===== src/design/smavg_pkg.sv =====
// Shared types, constants and codes of the soil moisture averaging unit.
`default_nettype none

package smavg_pkg;

  localparam int RAW_W      = 12;
  localparam int MEAN_W     = 15;
  localparam int WINDOW     = 5;
  localparam int SLOT_W     = (WINDOW > 1) ? $clog2(WINDOW) : 1;
  localparam int CNT_W      = $clog2(WINDOW + 1);
  localparam int FULL_SCALE = 25600;  // 100 % in Q.8
  localparam int RAW_MAX    = 4095;   // rail code, marks a bad sample
  localparam int SUM_W      = $clog2(WINDOW * FULL_SCALE + 1);

  // Divider geometry: numerator covers raw span times full scale.
  localparam int NUM_W     = $clog2(RAW_MAX * FULL_SCALE + 1);
  localparam int DEN_W     = RAW_W;
  localparam int DIV_BITS  = 3;
  localparam int DIV_STEPS = (NUM_W + DIV_BITS - 1) / DIV_BITS;
  localparam int DQ_W      = DIV_STEPS * DIV_BITS;
  localparam int DSTEP_W   = $clog2(DIV_STEPS + 1);

  localparam int CFG_IDX_W  = 2;
  localparam int CFG_DATA_W = RAW_W;

  localparam logic [RAW_W-1:0] DRY_RESET = 12'd3000;
  localparam logic [RAW_W-1:0] WET_RESET = 12'd1200;

  typedef enum logic [CFG_IDX_W-1:0] {
    CFG_DRY  = 2'd0,
    CFG_WET  = 2'd1,
    CFG_B_EN = 2'd2
  } cfg_idx_t;

  typedef enum logic [3:0] {
    S_IDLE,
    S_CA,
    S_WCA,
    S_CB,
    S_WCB,
    S_WR,
    S_RD,
    S_SUM,
    S_MA,
    S_WMA,
    S_MB,
    S_WMB,
    S_OUT
  } state_t;

  typedef struct packed {
    logic [RAW_W-1:0] probe_a_raw;
    logic [RAW_W-1:0] probe_b_raw;
  } in_data_t;

  typedef struct packed {
    logic [MEAN_W-1:0] mean_a;
    logic              valid_a;
    logic [MEAN_W-1:0] mean_b;
    logic              valid_b;
  } out_data_t;

  typedef struct packed {
    logic             start;
    logic [DQ_W-1:0]  num;
    logic [DEN_W-1:0] den;
  } div_req_t;

  typedef struct packed {
    logic            done;
    logic [DQ_W-1:0] quo;
  } div_rsp_t;

endpackage

`default_nettype wire


===== src/design/smavg_ram.sv =====
// Generic single-port-write, registered-read RAM.
`default_nettype none

module smavg_ram #(
  parameter int DEPTH = 5,
  parameter int WIDTH = 15
) (
  input  wire logic                                    clk,
  input  wire logic                                    we,
  input  wire logic [((DEPTH > 1) ? $clog2(DEPTH) : 1)-1:0] waddr,
  input  wire logic [WIDTH-1:0]                        wdata,
  input  wire logic [((DEPTH > 1) ? $clog2(DEPTH) : 1)-1:0] raddr,
  output logic      [WIDTH-1:0]                        rdata
);

  logic [WIDTH-1:0] mem [DEPTH];
  logic [WIDTH-1:0] rdata_r;

  always_ff @(posedge clk) begin
    if (we) begin
      mem[waddr] <= wdata;
    end
  end

  always_ff @(posedge clk) begin
    rdata_r <= mem[raddr];
  end

  assign rdata = rdata_r;

endmodule

`default_nettype wire


===== src/design/smavg_div.sv =====
// Iterative restoring divider, several quotient bits per cycle.
`default_nettype none

module smavg_div (
  input  wire logic                clk,
  input  wire logic                rst_n,
  input  wire smavg_pkg::div_req_t req,
  output smavg_pkg::div_rsp_t      rsp
);

  logic                                busy_r;
  logic                                done_r;
  logic [smavg_pkg::DSTEP_W-1:0]       step_r;
  logic [smavg_pkg::DQ_W-1:0]          q_r;
  logic [smavg_pkg::DQ_W-1:0]          q_nxt;
  logic [smavg_pkg::DEN_W-1:0]         rem_r;
  logic [smavg_pkg::DEN_W-1:0]         rem_nxt;
  logic [smavg_pkg::DEN_W-1:0]         den_r;

  // DIV_BITS shift/compare/subtract steps; remainder stays below den.
  always_comb begin
    logic [smavg_pkg::DEN_W:0] r_ext;
    q_nxt   = q_r;
    rem_nxt = rem_r;
    r_ext   = '0;
    for (int k = 0; k < smavg_pkg::DIV_BITS; k++) begin
      r_ext = {rem_nxt, q_nxt[smavg_pkg::DQ_W-1]};
      q_nxt = {q_nxt[smavg_pkg::DQ_W-2:0], 1'b0};
      if (r_ext >= {1'b0, den_r}) begin
        rem_nxt  = smavg_pkg::DEN_W'(r_ext - {1'b0, den_r});
        q_nxt[0] = 1'b1;
      end else begin
        rem_nxt = r_ext[smavg_pkg::DEN_W-1:0];
      end
    end
  end

  always_ff @(posedge clk) begin
    if (!rst_n) begin
      busy_r <= 1'b0;
      done_r <= 1'b0;
      step_r <= '0;
    end else begin
      done_r <= 1'b0;
      if (req.start) begin
        busy_r <= 1'b1;
        step_r <= smavg_pkg::DSTEP_W'(smavg_pkg::DIV_STEPS);
      end else if (busy_r) begin
        step_r <= step_r - smavg_pkg::DSTEP_W'(1);
        if (step_r == smavg_pkg::DSTEP_W'(1)) begin
          busy_r <= 1'b0;
          done_r <= 1'b1;
        end
      end
    end
  end

  always_ff @(posedge clk) begin
    if (req.start) begin
      q_r   <= req.num;
      rem_r <= '0;
      den_r <= req.den;
    end else if (busy_r) begin
      q_r   <= q_nxt;
      rem_r <= rem_nxt;
    end
  end

  always_comb begin
    rsp.done = done_r;
    rsp.quo  = q_r;
  end

endmodule

`default_nettype wire


===== src/design/soil_moisture_average_unit.sv =====
// Top level: two-probe soil moisture calibration and moving average.
//
//  channel | dir | handshake          | payload
//  --------+-----+--------------------+--------------------------------------
//  in      | in  | in_valid/in_ready  | in_data   : probe_a_raw, probe_b_raw
//  out     | out | out_valid/out_ready| out_data  : mean_a, valid_a, mean_b, valid_b
//  cfg     | in  | cfg_we             | cfg_index, cfg_data (dry, wet, B enable)
//
// Each beat makes four passes through the shared divider (two
// calibrations, two means; 3 quotient bits per cycle, 9 steps each)
// plus one ring read per averaged entry (1 to WINDOW).
// Reset is synchronous; rings read as zero through per-entry valid bits,
// so no clearing pass is needed after reset.
// The output register lets a new beat be accepted while a result waits;
// a finished result stalls in S_OUT only if the previous one is still held.
`default_nettype none

module soil_moisture_average_unit (
  input  wire logic                                  clk,
  input  wire logic                                  rst_n,
  // input channel
  input  wire logic                                  in_valid,
  output logic                                       in_ready,
  input  wire smavg_pkg::in_data_t                   in_data,
  // result channel
  output logic                                       out_valid,
  input  wire logic                                  out_ready,
  output smavg_pkg::out_data_t                       out_data,
  // configuration write port
  input  wire logic                                  cfg_we,
  input  wire logic [smavg_pkg::CFG_IDX_W-1:0]       cfg_index,
  input  wire logic [smavg_pkg::CFG_DATA_W-1:0]      cfg_data
);

  // ---------------------------------------------------------------------
  // Configuration registers
  // ---------------------------------------------------------------------
  logic [smavg_pkg::RAW_W-1:0] dry_r;
  logic [smavg_pkg::RAW_W-1:0] wet_r;
  logic                        b_en_r;

  always_ff @(posedge clk) begin
    if (!rst_n) begin
      dry_r  <= smavg_pkg::DRY_RESET;
      wet_r  <= smavg_pkg::WET_RESET;
      b_en_r <= 1'b1;
    end else if (cfg_we) begin
      case (cfg_index)
        smavg_pkg::CFG_DRY:  dry_r  <= cfg_data;
        smavg_pkg::CFG_WET:  wet_r  <= cfg_data;
        smavg_pkg::CFG_B_EN: b_en_r <= cfg_data[0];
        default: ;
      endcase
    end
  end

  // ---------------------------------------------------------------------
  // Signals
  // ---------------------------------------------------------------------
  smavg_pkg::state_t             state_r;
  smavg_pkg::state_t             state_nxt;

  smavg_pkg::div_req_t           div_req;
  smavg_pkg::div_rsp_t           div_rsp;

  logic [smavg_pkg::RAW_W-1:0]   mag_a_r;
  logic [smavg_pkg::RAW_W-1:0]   mag_b_r;
  logic [smavg_pkg::RAW_W-1:0]   den_mag_r;
  logic                          ok_a_r;
  logic                          ok_b_r;
  logic [smavg_pkg::MEAN_W-1:0]  q_a_r;
  logic [smavg_pkg::MEAN_W-1:0]  q_b_r;
  logic [smavg_pkg::MEAN_W-1:0]  mean_a_r;
  logic [smavg_pkg::MEAN_W-1:0]  mean_b_r;
  logic [smavg_pkg::MEAN_W-1:0]  q_clamp;

  logic [smavg_pkg::SLOT_W-1:0]  slot_r;
  logic [smavg_pkg::SLOT_W-1:0]  slot_nxt;
  logic                          full_r;
  logic                          full_nxt;
  logic [smavg_pkg::CNT_W-1:0]   count_r;
  logic [smavg_pkg::CNT_W-1:0]   count_nxt;
  logic [smavg_pkg::SLOT_W-1:0]  rd_idx_r;
  logic                          rd_last;
  logic                          rd_pend_r;
  logic                          rd_vld_a_r;
  logic                          rd_vld_b_r;
  logic [smavg_pkg::WINDOW-1:0]  vld_a_r;
  logic [smavg_pkg::WINDOW-1:0]  vld_b_r;
  logic [smavg_pkg::SUM_W-1:0]   sum_a_r;
  logic [smavg_pkg::SUM_W-1:0]   sum_b_r;
  logic [smavg_pkg::MEAN_W-1:0]  rdata_a;
  logic [smavg_pkg::MEAN_W-1:0]  rdata_b;

  logic                          ram_we_a;
  logic                          ram_we_b;
  logic                          out_load;
  logic                          out_valid_r;
  smavg_pkg::out_data_t          out_data_r;

  // calibration prep, from the raw beat and the current registers
  logic                          den_neg;
  logic [smavg_pkg::RAW_W-1:0]   den_mag;
  logic                          cal_ok;
  logic [smavg_pkg::RAW_W-1:0]   prep_mag_a;
  logic [smavg_pkg::RAW_W-1:0]   prep_mag_b;
  logic                          prep_ok_a;
  logic                          prep_ok_b;

  // Magnitude of (dry - raw); zero when its sign disagrees with the span,
  // which makes the quotient zero (the low clamp) for free.
  function automatic logic [smavg_pkg::RAW_W-1:0] cal_mag(
    input logic [smavg_pkg::RAW_W-1:0] raw,
    input logic [smavg_pkg::RAW_W-1:0] dry,
    input logic                        dneg
  );
    logic                        nneg;
    logic [smavg_pkg::RAW_W-1:0] mag;
    nneg = raw > dry;
    mag  = nneg ? (raw - dry) : (dry - raw);
    if (mag != '0 && nneg != dneg) begin
      mag = '0;
    end
    return mag;
  endfunction

  function automatic logic raw_ok(input logic [smavg_pkg::RAW_W-1:0] raw);
    return (raw != '0) && (raw != smavg_pkg::RAW_W'(smavg_pkg::RAW_MAX));
  endfunction

  always_comb begin
    den_neg    = wet_r > dry_r;
    den_mag    = den_neg ? (wet_r - dry_r) : (dry_r - wet_r);
    cal_ok     = dry_r != wet_r;
    prep_mag_a = cal_mag(in_data.probe_a_raw, dry_r, den_neg);
    prep_mag_b = cal_mag(in_data.probe_b_raw, dry_r, den_neg);
    prep_ok_a  = cal_ok && raw_ok(in_data.probe_a_raw);
    prep_ok_b  = cal_ok && b_en_r && raw_ok(in_data.probe_b_raw);
  end

  // ring slot bookkeeping
  always_comb begin
    slot_nxt  = (slot_r == smavg_pkg::SLOT_W'(smavg_pkg::WINDOW - 1)) ?
                '0 : (slot_r + smavg_pkg::SLOT_W'(1));
    full_nxt  = full_r | (slot_nxt == '0);
    count_nxt = full_nxt ? smavg_pkg::CNT_W'(smavg_pkg::WINDOW) :
                           smavg_pkg::CNT_W'(slot_nxt);
    rd_last   = (smavg_pkg::CNT_W'(rd_idx_r) + smavg_pkg::CNT_W'(1)) == count_r;
  end

  // upper clamp of a calibration quotient to 100 %
  assign q_clamp = (div_rsp.quo > smavg_pkg::DQ_W'(smavg_pkg::FULL_SCALE)) ?
                   smavg_pkg::MEAN_W'(smavg_pkg::FULL_SCALE) :
                   div_rsp.quo[smavg_pkg::MEAN_W-1:0];

  // ---------------------------------------------------------------------
  // Sequencer: next state
  // ---------------------------------------------------------------------
  always_comb begin
    state_nxt = state_r;
    case (state_r)
      smavg_pkg::S_IDLE: if (in_valid)     state_nxt = smavg_pkg::S_CA;
      smavg_pkg::S_CA:                     state_nxt = smavg_pkg::S_WCA;
      smavg_pkg::S_WCA:  if (div_rsp.done) state_nxt = smavg_pkg::S_CB;
      smavg_pkg::S_CB:                     state_nxt = smavg_pkg::S_WCB;
      smavg_pkg::S_WCB:  if (div_rsp.done) state_nxt = smavg_pkg::S_WR;
      smavg_pkg::S_WR:                     state_nxt = smavg_pkg::S_RD;
      smavg_pkg::S_RD:   if (rd_last)      state_nxt = smavg_pkg::S_SUM;
      smavg_pkg::S_SUM:                    state_nxt = smavg_pkg::S_MA;
      smavg_pkg::S_MA:                     state_nxt = smavg_pkg::S_WMA;
      smavg_pkg::S_WMA:  if (div_rsp.done) state_nxt = smavg_pkg::S_MB;
      smavg_pkg::S_MB:                     state_nxt = smavg_pkg::S_WMB;
      smavg_pkg::S_WMB:  if (div_rsp.done) state_nxt = smavg_pkg::S_OUT;
      smavg_pkg::S_OUT: begin
        if (!out_valid_r || out_ready) state_nxt = smavg_pkg::S_IDLE;
      end
      default:                             state_nxt = smavg_pkg::S_IDLE;
    endcase
  end

  // ---------------------------------------------------------------------
  // Sequencer: outputs
  // ---------------------------------------------------------------------
  always_comb begin
    in_ready      = 1'b0;
    ram_we_a      = 1'b0;
    ram_we_b      = 1'b0;
    out_load      = 1'b0;
    div_req.start = 1'b0;
    div_req.num   = '0;
    div_req.den   = den_mag_r;
    case (state_r)
      smavg_pkg::S_IDLE: in_ready = 1'b1;
      smavg_pkg::S_CA: begin
        div_req.start = 1'b1;
        div_req.num   = smavg_pkg::DQ_W'(mag_a_r) *
                        smavg_pkg::DQ_W'(smavg_pkg::FULL_SCALE);
      end
      smavg_pkg::S_CB: begin
        div_req.start = 1'b1;
        div_req.num   = smavg_pkg::DQ_W'(mag_b_r) *
                        smavg_pkg::DQ_W'(smavg_pkg::FULL_SCALE);
      end
      smavg_pkg::S_WR: begin
        ram_we_a = ok_a_r;
        ram_we_b = ok_b_r;
      end
      smavg_pkg::S_MA: begin
        div_req.start = 1'b1;
        div_req.num   = smavg_pkg::DQ_W'(sum_a_r);
        div_req.den   = smavg_pkg::DEN_W'(count_r);
      end
      smavg_pkg::S_MB: begin
        div_req.start = 1'b1;
        div_req.num   = smavg_pkg::DQ_W'(sum_b_r);
        div_req.den   = smavg_pkg::DEN_W'(count_r);
      end
      smavg_pkg::S_OUT: out_load = !out_valid_r || out_ready;
      default: ;
    endcase
  end

  // ---------------------------------------------------------------------
  // Control registers
  // ---------------------------------------------------------------------
  always_ff @(posedge clk) begin
    if (!rst_n) begin
      state_r     <= smavg_pkg::S_IDLE;
      out_valid_r <= 1'b0;
      slot_r      <= '0;
      full_r      <= 1'b0;
      vld_a_r     <= '0;
      vld_b_r     <= '0;
      rd_pend_r   <= 1'b0;
    end else begin
      state_r   <= state_nxt;
      rd_pend_r <= state_r == smavg_pkg::S_RD;
      if (out_load) begin
        out_valid_r <= 1'b1;
      end else if (out_ready) begin
        out_valid_r <= 1'b0;
      end
      if (state_r == smavg_pkg::S_WR) begin
        slot_r <= slot_nxt;
        full_r <= full_nxt;
        if (ok_a_r) vld_a_r[slot_r] <= 1'b1;
        if (ok_b_r) vld_b_r[slot_r] <= 1'b1;
      end
    end
  end

  // ---------------------------------------------------------------------
  // Datapath registers
  // ---------------------------------------------------------------------
  always_ff @(posedge clk) begin
    rd_vld_a_r <= vld_a_r[rd_idx_r];
    rd_vld_b_r <= vld_b_r[rd_idx_r];

    if (state_r == smavg_pkg::S_IDLE && in_valid) begin
      mag_a_r   <= prep_mag_a;
      mag_b_r   <= prep_mag_b;
      ok_a_r    <= prep_ok_a;
      ok_b_r    <= prep_ok_b;
      den_mag_r <= den_mag;
    end

    if (state_r == smavg_pkg::S_WCA && div_rsp.done) q_a_r <= q_clamp;
    if (state_r == smavg_pkg::S_WCB && div_rsp.done) q_b_r <= q_clamp;

    if (state_r == smavg_pkg::S_WR) begin
      count_r  <= count_nxt;
      rd_idx_r <= '0;
      sum_a_r  <= '0;
      sum_b_r  <= '0;
    end else begin
      if (state_r == smavg_pkg::S_RD && !rd_last) begin
        rd_idx_r <= rd_idx_r + smavg_pkg::SLOT_W'(1);
      end
      // entries never written count as zero
      if (rd_pend_r) begin
        sum_a_r <= sum_a_r + (rd_vld_a_r ? smavg_pkg::SUM_W'(rdata_a) : '0);
        sum_b_r <= sum_b_r + (rd_vld_b_r ? smavg_pkg::SUM_W'(rdata_b) : '0);
      end
    end

    if (state_r == smavg_pkg::S_WMA && div_rsp.done) begin
      mean_a_r <= div_rsp.quo[smavg_pkg::MEAN_W-1:0];
    end
    if (state_r == smavg_pkg::S_WMB && div_rsp.done) begin
      mean_b_r <= div_rsp.quo[smavg_pkg::MEAN_W-1:0];
    end

    if (out_load) begin
      out_data_r.mean_a  <= ok_a_r ? mean_a_r : '0;
      out_data_r.valid_a <= ok_a_r;
      out_data_r.mean_b  <= ok_b_r ? mean_b_r : '0;
      out_data_r.valid_b <= ok_b_r;
    end
  end

  assign out_valid = out_valid_r;
  assign out_data  = out_data_r;

  // ---------------------------------------------------------------------
  // Ring memories and shared divider
  // ---------------------------------------------------------------------
  smavg_ram #(
    .DEPTH (smavg_pkg::WINDOW),
    .WIDTH (smavg_pkg::MEAN_W)
  ) u_ring_a (
    .clk   (clk),
    .we    (ram_we_a),
    .waddr (slot_r),
    .wdata (q_a_r),
    .raddr (rd_idx_r),
    .rdata (rdata_a)
  );

  smavg_ram #(
    .DEPTH (smavg_pkg::WINDOW),
    .WIDTH (smavg_pkg::MEAN_W)
  ) u_ring_b (
    .clk   (clk),
    .we    (ram_we_b),
    .waddr (slot_r),
    .wdata (q_b_r),
    .raddr (rd_idx_r),
    .rdata (rdata_b)
  );

  smavg_div u_div (
    .clk   (clk),
    .rst_n (rst_n),
    .req   (div_req),
    .rsp   (div_rsp)
  );

  // ---------------------------------------------------------------------
  // Assertions
  // ---------------------------------------------------------------------
  a_done_in_wait: assert property (@(posedge clk) disable iff (!rst_n)
    div_rsp.done |-> (state_r == smavg_pkg::S_WCA || state_r == smavg_pkg::S_WCB ||
                      state_r == smavg_pkg::S_WMA || state_r == smavg_pkg::S_WMB))
    else $error("divider finished outside a wait state");

  a_count_range: assert property (@(posedge clk) disable iff (!rst_n)
    (state_r == smavg_pkg::S_RD) |->
      (count_r != '0 && count_r <= smavg_pkg::CNT_W'(smavg_pkg::WINDOW)))
    else $error("average count out of range");

  a_full_sticky: assert property (@(posedge clk) disable iff (!rst_n)
    full_r |=> full_r)
    else $error("ring full flag dropped");

  a_invalid_zero: assert property (@(posedge clk) disable iff (!rst_n)
    (out_valid_r && !out_data_r.valid_a) |-> (out_data_r.mean_a == '0))
    else $error("invalid probe A carries a nonzero mean");

  a_mean_bound: assert property (@(posedge clk) disable iff (!rst_n)
    out_valid_r |->
      (out_data_r.mean_a <= smavg_pkg::MEAN_W'(smavg_pkg::FULL_SCALE) &&
       out_data_r.mean_b <= smavg_pkg::MEAN_W'(smavg_pkg::FULL_SCALE)))
    else $error("mean above full scale");

endmodule

`default_nettype wire


===== config.mk =====
export PLATFORM = sky130hd
export DESIGN_NAME = soil_moisture_average_unit
export DESIGN_NICKNAME = d
export VERILOG_FILES = /design/src/design/smavg_pkg.sv /design/src/design/smavg_ram.sv /design/src/design/smavg_div.sv /design/src/design/soil_moisture_average_unit.sv
export SDC_FILE = /design/constraint.sdc
export NUM_CORES = 1
export LEC_CHECK = 0
export ABC_AREA = 1
export BUFFER_PORTS_ARGS = -buffer_cell sky130_fd_sc_hd__buf_4
export CAP_MARGIN = 20
export CORE_MARGIN = 10
export CORE_UTILIZATION = 25
export CTS_CLUSTER_SIZE = 20
export DETAILED_ROUTE_END_ITERATION = 6
export GPL_ROUTABILITY_DRIVEN = 0
export GPL_TIMING_DRIVEN = 0
export HOLD_SLACK_MARGIN = 0.06
export PLACE_DENSITY = 0.39
export SLEW_MARGIN = 10
export SYNTH_ARGS = -nofsm -noshare
export SYNTH_HDL_FRONTEND = slang
export SYNTH_HIERARCHICAL = 1
export SYNTH_SLANG_ARGS = --single-unit
export TNS_END_PERCENT = 50

===== constraint.sdc =====
create_clock -name clk -period 9.85 [get_ports clk]
set_clock_uncertainty 0.15 [all_clocks]
set_input_delay 0 -clock clk [delete_from_list [all_inputs] [get_ports clk]]
set_output_delay 0 -clock clk [all_outputs]
set_load 0.05 [all_outputs]

==> flow_metrics.tcl, run 1 <==
set metrics [dict create \
    status "finished clean" \
    htreeDepth 2 \
    yosysTopAreaCellShare 0.342 \
    slew_headroom 0.411 \
    finalCritPeriodShare 0.634 \
    cts-resized-gates 0 \
    die_w_um 356 \
    end_kind "register" \
    rows 123 \
    min_path_type "input port to register" \
    drc 0 \
    reg2reg_from "u_div/den_r[11]" \
    register_area_um2 12300 \
    cts_sinks 454 \
    path_class "register to register" \
    cp.arrival_ns 6.67 \
    timing.fmax_mhz 160 \
    clockBufferDepth 3 \
    cap_viol_max_count 0 \
    core_um2 112000 \
    ios 77 \
    ir_worst_vdd_v 0.000175 \
    fin_tns_setup_ns 0 \
    post_drt_wl_per_cell_um 16.0 \
    holdCritStartpoint "rst_n" \
    netlist_instances 3505 \
    clk_pin_slew_worst_paths_ns 0.06 \
    hpwl_mm 67.9 \
    antenna_found_initial 5 \
    io_buffers 76 \
    place_area_um2 31100 \
    area_growth_pct 19.1 \
    cp_common_cell "nand2_1" \
    num_vias 22400 \
    clkLatencyLatePin_ns 0.66 \
    clock-root-buffer "clkbuf_16" \
    p_leak_uw 0.0161 \
    worst_slew_pin_slew_ns 0.880 \
    stdcell_area_um2 33700 \
    reg2reg_depth 39 \
    ys_seq_elements 454 \
    synth-edff-count 322 \
    required_ns 10.28 \
    r2r_end "u_div/rem_r[8]" \
    synth_nets 3795 \
    yosysWarningCount 6 \
    drive_gt1_frac 0.0937 \
    final_antenna_net_count 0 \
    async_flop_share 0 \
    synth.distinct_cells 57 \
    grt_pass1_vias 22500 \
    final_cell_mix "1005 x nand2_1, 646 x inv_1, 322 x edfxtp_1" \
    holdPathEnd "u_div/step_r[0]" \
    setup_viol 0 \
    min_period_ns 6.24 \
    grt_overflow 0 \
    synth_area_leaders "edfxtp_1 34%, nand2_1 13%, ha_1 9.8%" \
    die_h_um 356 \
    synth_top_area_cell "edfxtp_1" \
    synth_flop_cell "edfxtp_1" \
    crit_buf_inv 9 \
    whs_path_depth 4 \
    r2r_slack_ns 3.61 \
    netlist_area_um2 28300 \
    grt_setup_unrepaired "no" \
    crit_family "simple AND/OR/NAND/NOR gates" \
    final_common_cell "nand2_1" \
    dr.first_iter.drc_count 1140 \
    grt_pass1_wl_mm 132 \
    n_fill_cell 12100 \
    die_area_um2 127000 \
    start_util 0.252 \
    cpPeakStageDelay_ns 0.38 \
    track_usage 0.132 \
    avgSynthCellArea_um2 8.07 \
    cts_buffers 56 \
    via_per_inst 4.25 \
    cts_tree "yes" \
    p_per_area_nw_per_um2 303 \
    worst_path_max_delay_cell "buf_1" \
    multi_input_area_um2 13100 \
    totalWireLength_mm 84.6 \
    nets 4008 \
    hold_viol 0 \
    final_max_slew_viol_count 0 \
    startpoint_type "register" \
    crit_fanout 10 \
    grt_max_degree 31 \
    dr.pass1.iters 5 \
    synth-seq-area-share 0.435 \
]
sequential cells by signal (all words and copies together), names as in the netlist, 5 cells and up:
name,flops
sum_a_r,17
mean_b_r,15
q_b_r,15
out_data,32
u_ring_a/rdata,15
u_div/rem_r,12
mag_a_r,12
vld_b_r,5
q_a_r,15
u_div/den_r,12
u_ring_b/mem,75
mean_a_r,15
wet_r,12
dry_r,12
u_ring_a/mem,75
u_div/q_r,27
u_ring_b/rdata,15
den_mag_r,12
vld_a_r,5
mag_b_r,12
sum_b_r,17
power by group:
part / total [uW] / switching [uW] / internal [uW]
clock network: 2170 / 869 / 1300
registers: 2710 / 264 / 2440
logic: 5330 / 3420 / 1910
total: 10200 / 4560 / 5660
what timing repair did:
item	4_1_cts	5_1_grt
setup endpoints to repair	0	0
endpoints found under the hold margin	96	0
hold buffers	59	0
buffers inserted	0	0
tightest hold or removal path, cell delays in order:
cell	delay (ns)
dlygate4sd3_1	0.54
buf_4	0.19
o21ai_0	0.09
inv_1	0.04
area by class of cell:
class	instances	share of cell area
clock inverter	22	0.00754
tap	1500	0.0557
inverter	666	0.0742
buffer	88	0.0136
multi-input combinational	2297	0.389
sequential	454	0.366
clock buffer	84	0.0524
timing repair buffer	155	0.0423
antenna	2	0.000149
routing by layer:
layer  share of wire  track usage  up-vias  wire [um]
met4           0.019       0.0280        0       1610
met1            0.49        0.181    10300      41400
met3           0.044       0.0233       81       3700
met2            0.45        0.215      330      37800
li1                -            -    11700          -
met5               0            0        -          0
how the worst max path moves through the flow:
| stage | start | endpoint | slack, ns | cells after the start |
|---|---|---|---|---|
| 2_1_floorplan | u_div/den_r[1] | u_div/q_r[0] | 4.82 | 38 |
| 3_3_place_gp | u_div/den_r[1] | u_div/rem_r[0] | 3.52 | 39 |
| 3_5_place_dp | u_div/den_r[11] | u_div/q_r[0] | 3.52 | 38 |
| 4_1_cts | u_div/den_r[1] | u_div/q_r[0] | 3.50 | 38 |
| 5_1_grt | u_div/den_r[1] | u_div/rem_r[8] | 2.89 | 39 |
| 6_report | u_div/den_r[11] | u_div/rem_r[8] | 3.61 | 39 |
metrics by stage:
stage          total power, uW  setup WS [ns]  hold WS, ns  utilization  instances
2_1_floorplan             6620           4.82      -0.0325            -       3505
3_3_place_gp              8100           3.52       0.0771        0.273       5081
3_5_place_dp              8120           3.52       0.0811        0.276       5101
4_1_cts                  10400           3.50       0.0603        0.300       5266
5_1_grt                  11200           2.89        0.113        0.300       5266
6_report                 10200           3.61        0.120        0.300       5268
cells in the mapped netlist, types with 5 or more instances:
cell and instances:
a211oi_1 9, a21o_1 14, a21oi_1 187, a21oi_2 21, a31oi_1 9, buf_2 26, buf_4 10, buf_6 5
clkbuf_1 41, clkinv_1 7, dfxtp_1 132, edfxtp_1 322, fa_1 25, ha_1 222, inv_1 646, inv_2 13
nand2_1 1005, nand2_2 23, nand3_1 216, nand3_4 5, nand3b_1 6, nand4_1 35, nor2_1 167, nor2_2 5
nor2_4 5, nor3_1 27, nor4_1 10, o2111ai_1 8, o211ai_1 15, o21ai_0 123, o21bai_1 13, o22ai_1 11
o31ai_1 6, or2_2 13, xnor2_1 23, xor2_1 58
cells by family after synthesis:
| kind of cell | synth area share |
|---|---|
| xor gates and xnor gates | 0.0251 |
| and+or+nand+nor | 0.229 |
| muxes | 0.00155 |
| DFF | 0.435 |
| adders and majority gates | 0.116 |
| buffers and inverters | 0.105 |
| AOI/OAI and AO/OA | 0.0882 |
No activity file was read; power rests on OpenSTA's default activity.
==> run 2: changes to the inputs <==
ABC_AREA = 0   (was 1)
clock period = 5.94 ns   (was 9.85 ns; I/O delays follow)
==> run 2 against run 1 <==
Net effect: the run now ends with negative setup slack left; sequential share of layout area is 0.84 points higher; fmax shrank 4.6%; combinational power is 99% higher; non-clock buffer count increased by 65; total power increased by 79%; die area down 4.9%; first-iteration DRC count fell by 6.3%; worst setup slack got worse by 4.2 ns; synthesized area shrank 5.2%; global-route usage decreased by 0.30 points; via count shrank 12%; final area down 2.2%; critical path type unchanged.
==> flow_metrics.tcl, run 2 <==
set metrics [dict create \
    start_util 0.251 \
    avgSynthCellArea_um2 10.9 \
    stdcell_area_um2 32900 \
    dr.first_iter.drc_count 1068 \
    rows 120 \
    netlist_instances 2470 \
    status "finished with violations" \
    p_int_uw 10900 \
    cap_viol_max_count 0 \
    track_usage 0.129 \
    async_flop_share 0 \
    num_vias 19700 \
    whs_path_depth 6 \
    timing.fmax_mhz 153 \
    ios 77 \
    synth_top_area_cell "edfxtp_1" \
    cts_buffers 53 \
    cp_common_cell "inv_2" \
    drc 0 \
    crit_family "compound AO/OA/AOI/OAI gates" \
    slew_headroom 0.352 \
    grt_setup_unrepaired "yes" \
    violations "negative setup slack" \
    startpoint_type "register" \
    combPwrFrac 0.577 \
    die_area_um2 121000 \
    r2r_slack_ns -0.60 \
    netlist_area_um2 26800 \
    grt_pass1_vias 20300 \
    cts_tree "yes" \
    setup_viol 13 \
    finalCritPeriodShare 1.10 \
    dr.pass1.iters 6 \
    die_w_um 347 \
    synth-edff-count 322 \
    core_um2 107000 \
    p_leak_uw 0.0128 \
    synth_flop_cell "edfxtp_1" \
    cpPeakStageDelay_ns 0.50 \
    post-place-ws_ns -1.50 \
    met1_length_mm 36.5 \
    synth_most_common_cell "edfxtp_1" \
    grt_pass1_wl_mm 123 \
    path_depth 29 \
    fin_hold_ws_ns 0.0910 \
    final_antenna_net_count 0 \
    yosysTopAreaCellShare 0.361 \
    crit_buf_inv 7 \
    reg2reg_depth 29 \
    clkPwrFrac 0.189 \
    nets 3031 \
    min_period_ns 6.54 \
    hold_viol 0 \
    cp.arrival_ns 6.76 \
    hpwl_mm 61.6 \
    crit_fanout 5 \
    worst_slew_pin_slew_ns 0.971 \
    htreeDepth 2 \
    min_path_type "input port to register" \
    die_h_um 347 \
    finalWorstSetupSlack_ns -0.603 \
    clockBufferDepth 3 \
    clkLatencyLatePin_ns 0.62 \
    power_switching_uw 7370 \
    cts_sinks 454 \
    p_per_area_nw_per_um2 556 \
    required_ns 6.16 \
    ys_seq_elements 454 \
    ir_worst_vdd_v 0.000600 \
    synth_nets 2760 \
    wl_met2_mm 39.3 \
    io_buffers 76 \
    drive_gt1_frac 0.176 \
    p_sw_frac 0.403 \
    totalWireLength_mm 80.3 \
    final_max_slew_viol_count 0 \
    post_drt_wl_per_cell_um 19.2 \
    grt_max_degree 33 \
    seq_power_share 0.234 \
    final_cell_mix "322 x edfxtp_1, 213 x ha_1, 190 x inv_1" \
    end_kind "register" \
    synth-seq-area-share 0.459 \
    area_growth_pct 22.8 \
    final_common_cell "edfxtp_1" \
    synth_area_leaders "edfxtp_1 36%, ha_1 10%, dfxtp_1 9.9%" \
    clock-root-buffer "clkbuf_16" \
    place_area_um2 29600 \
    antenna_found_initial 1 \
    path_class "register to register" \
    worst_path_max_delay_cell "edfxtp_1" \
    wl_met3_mm 2.69 \
    grt_overflow 0 \
    synth.distinct_cells 103 \
    top_layer "met4" \
    via_per_inst 4.69 \
    clk_pin_slew_worst_paths_ns 0.06 \
    yosysWarningCount 6 \
    synth_common_cells "322 x edfxtp_1, 222 x ha_1, 196 x inv_1" \
]
-- run 2: tightest hold or removal path, cell delays in order --
cell     delay (ns)
buf_4          0.14
inv_1          0.06
ha_1           0.13
buf_4          0.16
xnor2_1        0.13
nor2_1         0.12
-- run 2: layout make-up --
type	instances	area, um^2
Antenna cell	1	2.50
Buffer	92	553
Clock buffer	71	1480
Clock inverter	29	408
Fill cell	10800	73800
Inverter	197	739
Multi-Input combinational cell	1727	13800
Sequential cell	454	12300
Tap cell	1403	1760
Timing Repair Buffer	216	1870
-- run 2: path summary, 6_finish.rpt --
check                                   start      endpoint
worst max register to register  u_div/q_r[26]  u_div/q_r[0]
worst min-delay path              in_data[16]    mag_a_r[4]
worst max-delay path            u_div/q_r[26]  u_div/q_r[0]
worst min register to register     vld_a_r[0]    vld_a_r[0]
-- run 2: stage by stage --
step	instances	setup TNS [ns]	power, uW	utilization
global route	4189	-9.54	19600	0.308
detailed placement	3971	-17.54	12900	0.277
CTS	4167	-8.83	17800	0.306
finish	4190	-6.64	18300	0.308
floorplan	2470	-1.55	10700	-
global placement	3949	-18.33	12800	0.274
-- run 2: per-layer routing --
metal  vias up  global-route usage
met5         -                   0
met4         0              0.0323
met3        94              0.0176
met2       331               0.226
met1      9651               0.166
li1       9580                   -
-- run 2: power by group through the flow --
stage / Sequential [uW] / Combinational, uW / Clock [uW]
2_1_floorplan: 4100 / 6600 / 0
3_3_place_gp: 4350 / 8450 / 0
3_5_place_dp: 4350 / 8540 / 0
4_1_cts: 4290 / 9980 / 3560
5_1_grt: 4320 / 11600 / 3690
6_report: 4270 / 10600 / 3460
-- run 2: kinds of logic after synthesis --
family          count (synthesis)  share of synthesized area
compound gates                555                      0.156
xor+xnor                      110                     0.0359
fa+ha+maj                     247                      0.122
buf+inv                       290                     0.0476
flops                         454                      0.459
mux                           112                     0.0447
simple gates                  702                      0.135
-- run 2: repair_timing --
item,4_1_cts,5_1_grt
setup endpoints to repair,13,13
buffers inserted,34,21
endpoints found under the hold margin,127,0
gates cloned,1,1
pin swaps,36,28
hold buffers,61,0
resized for setup,42,26
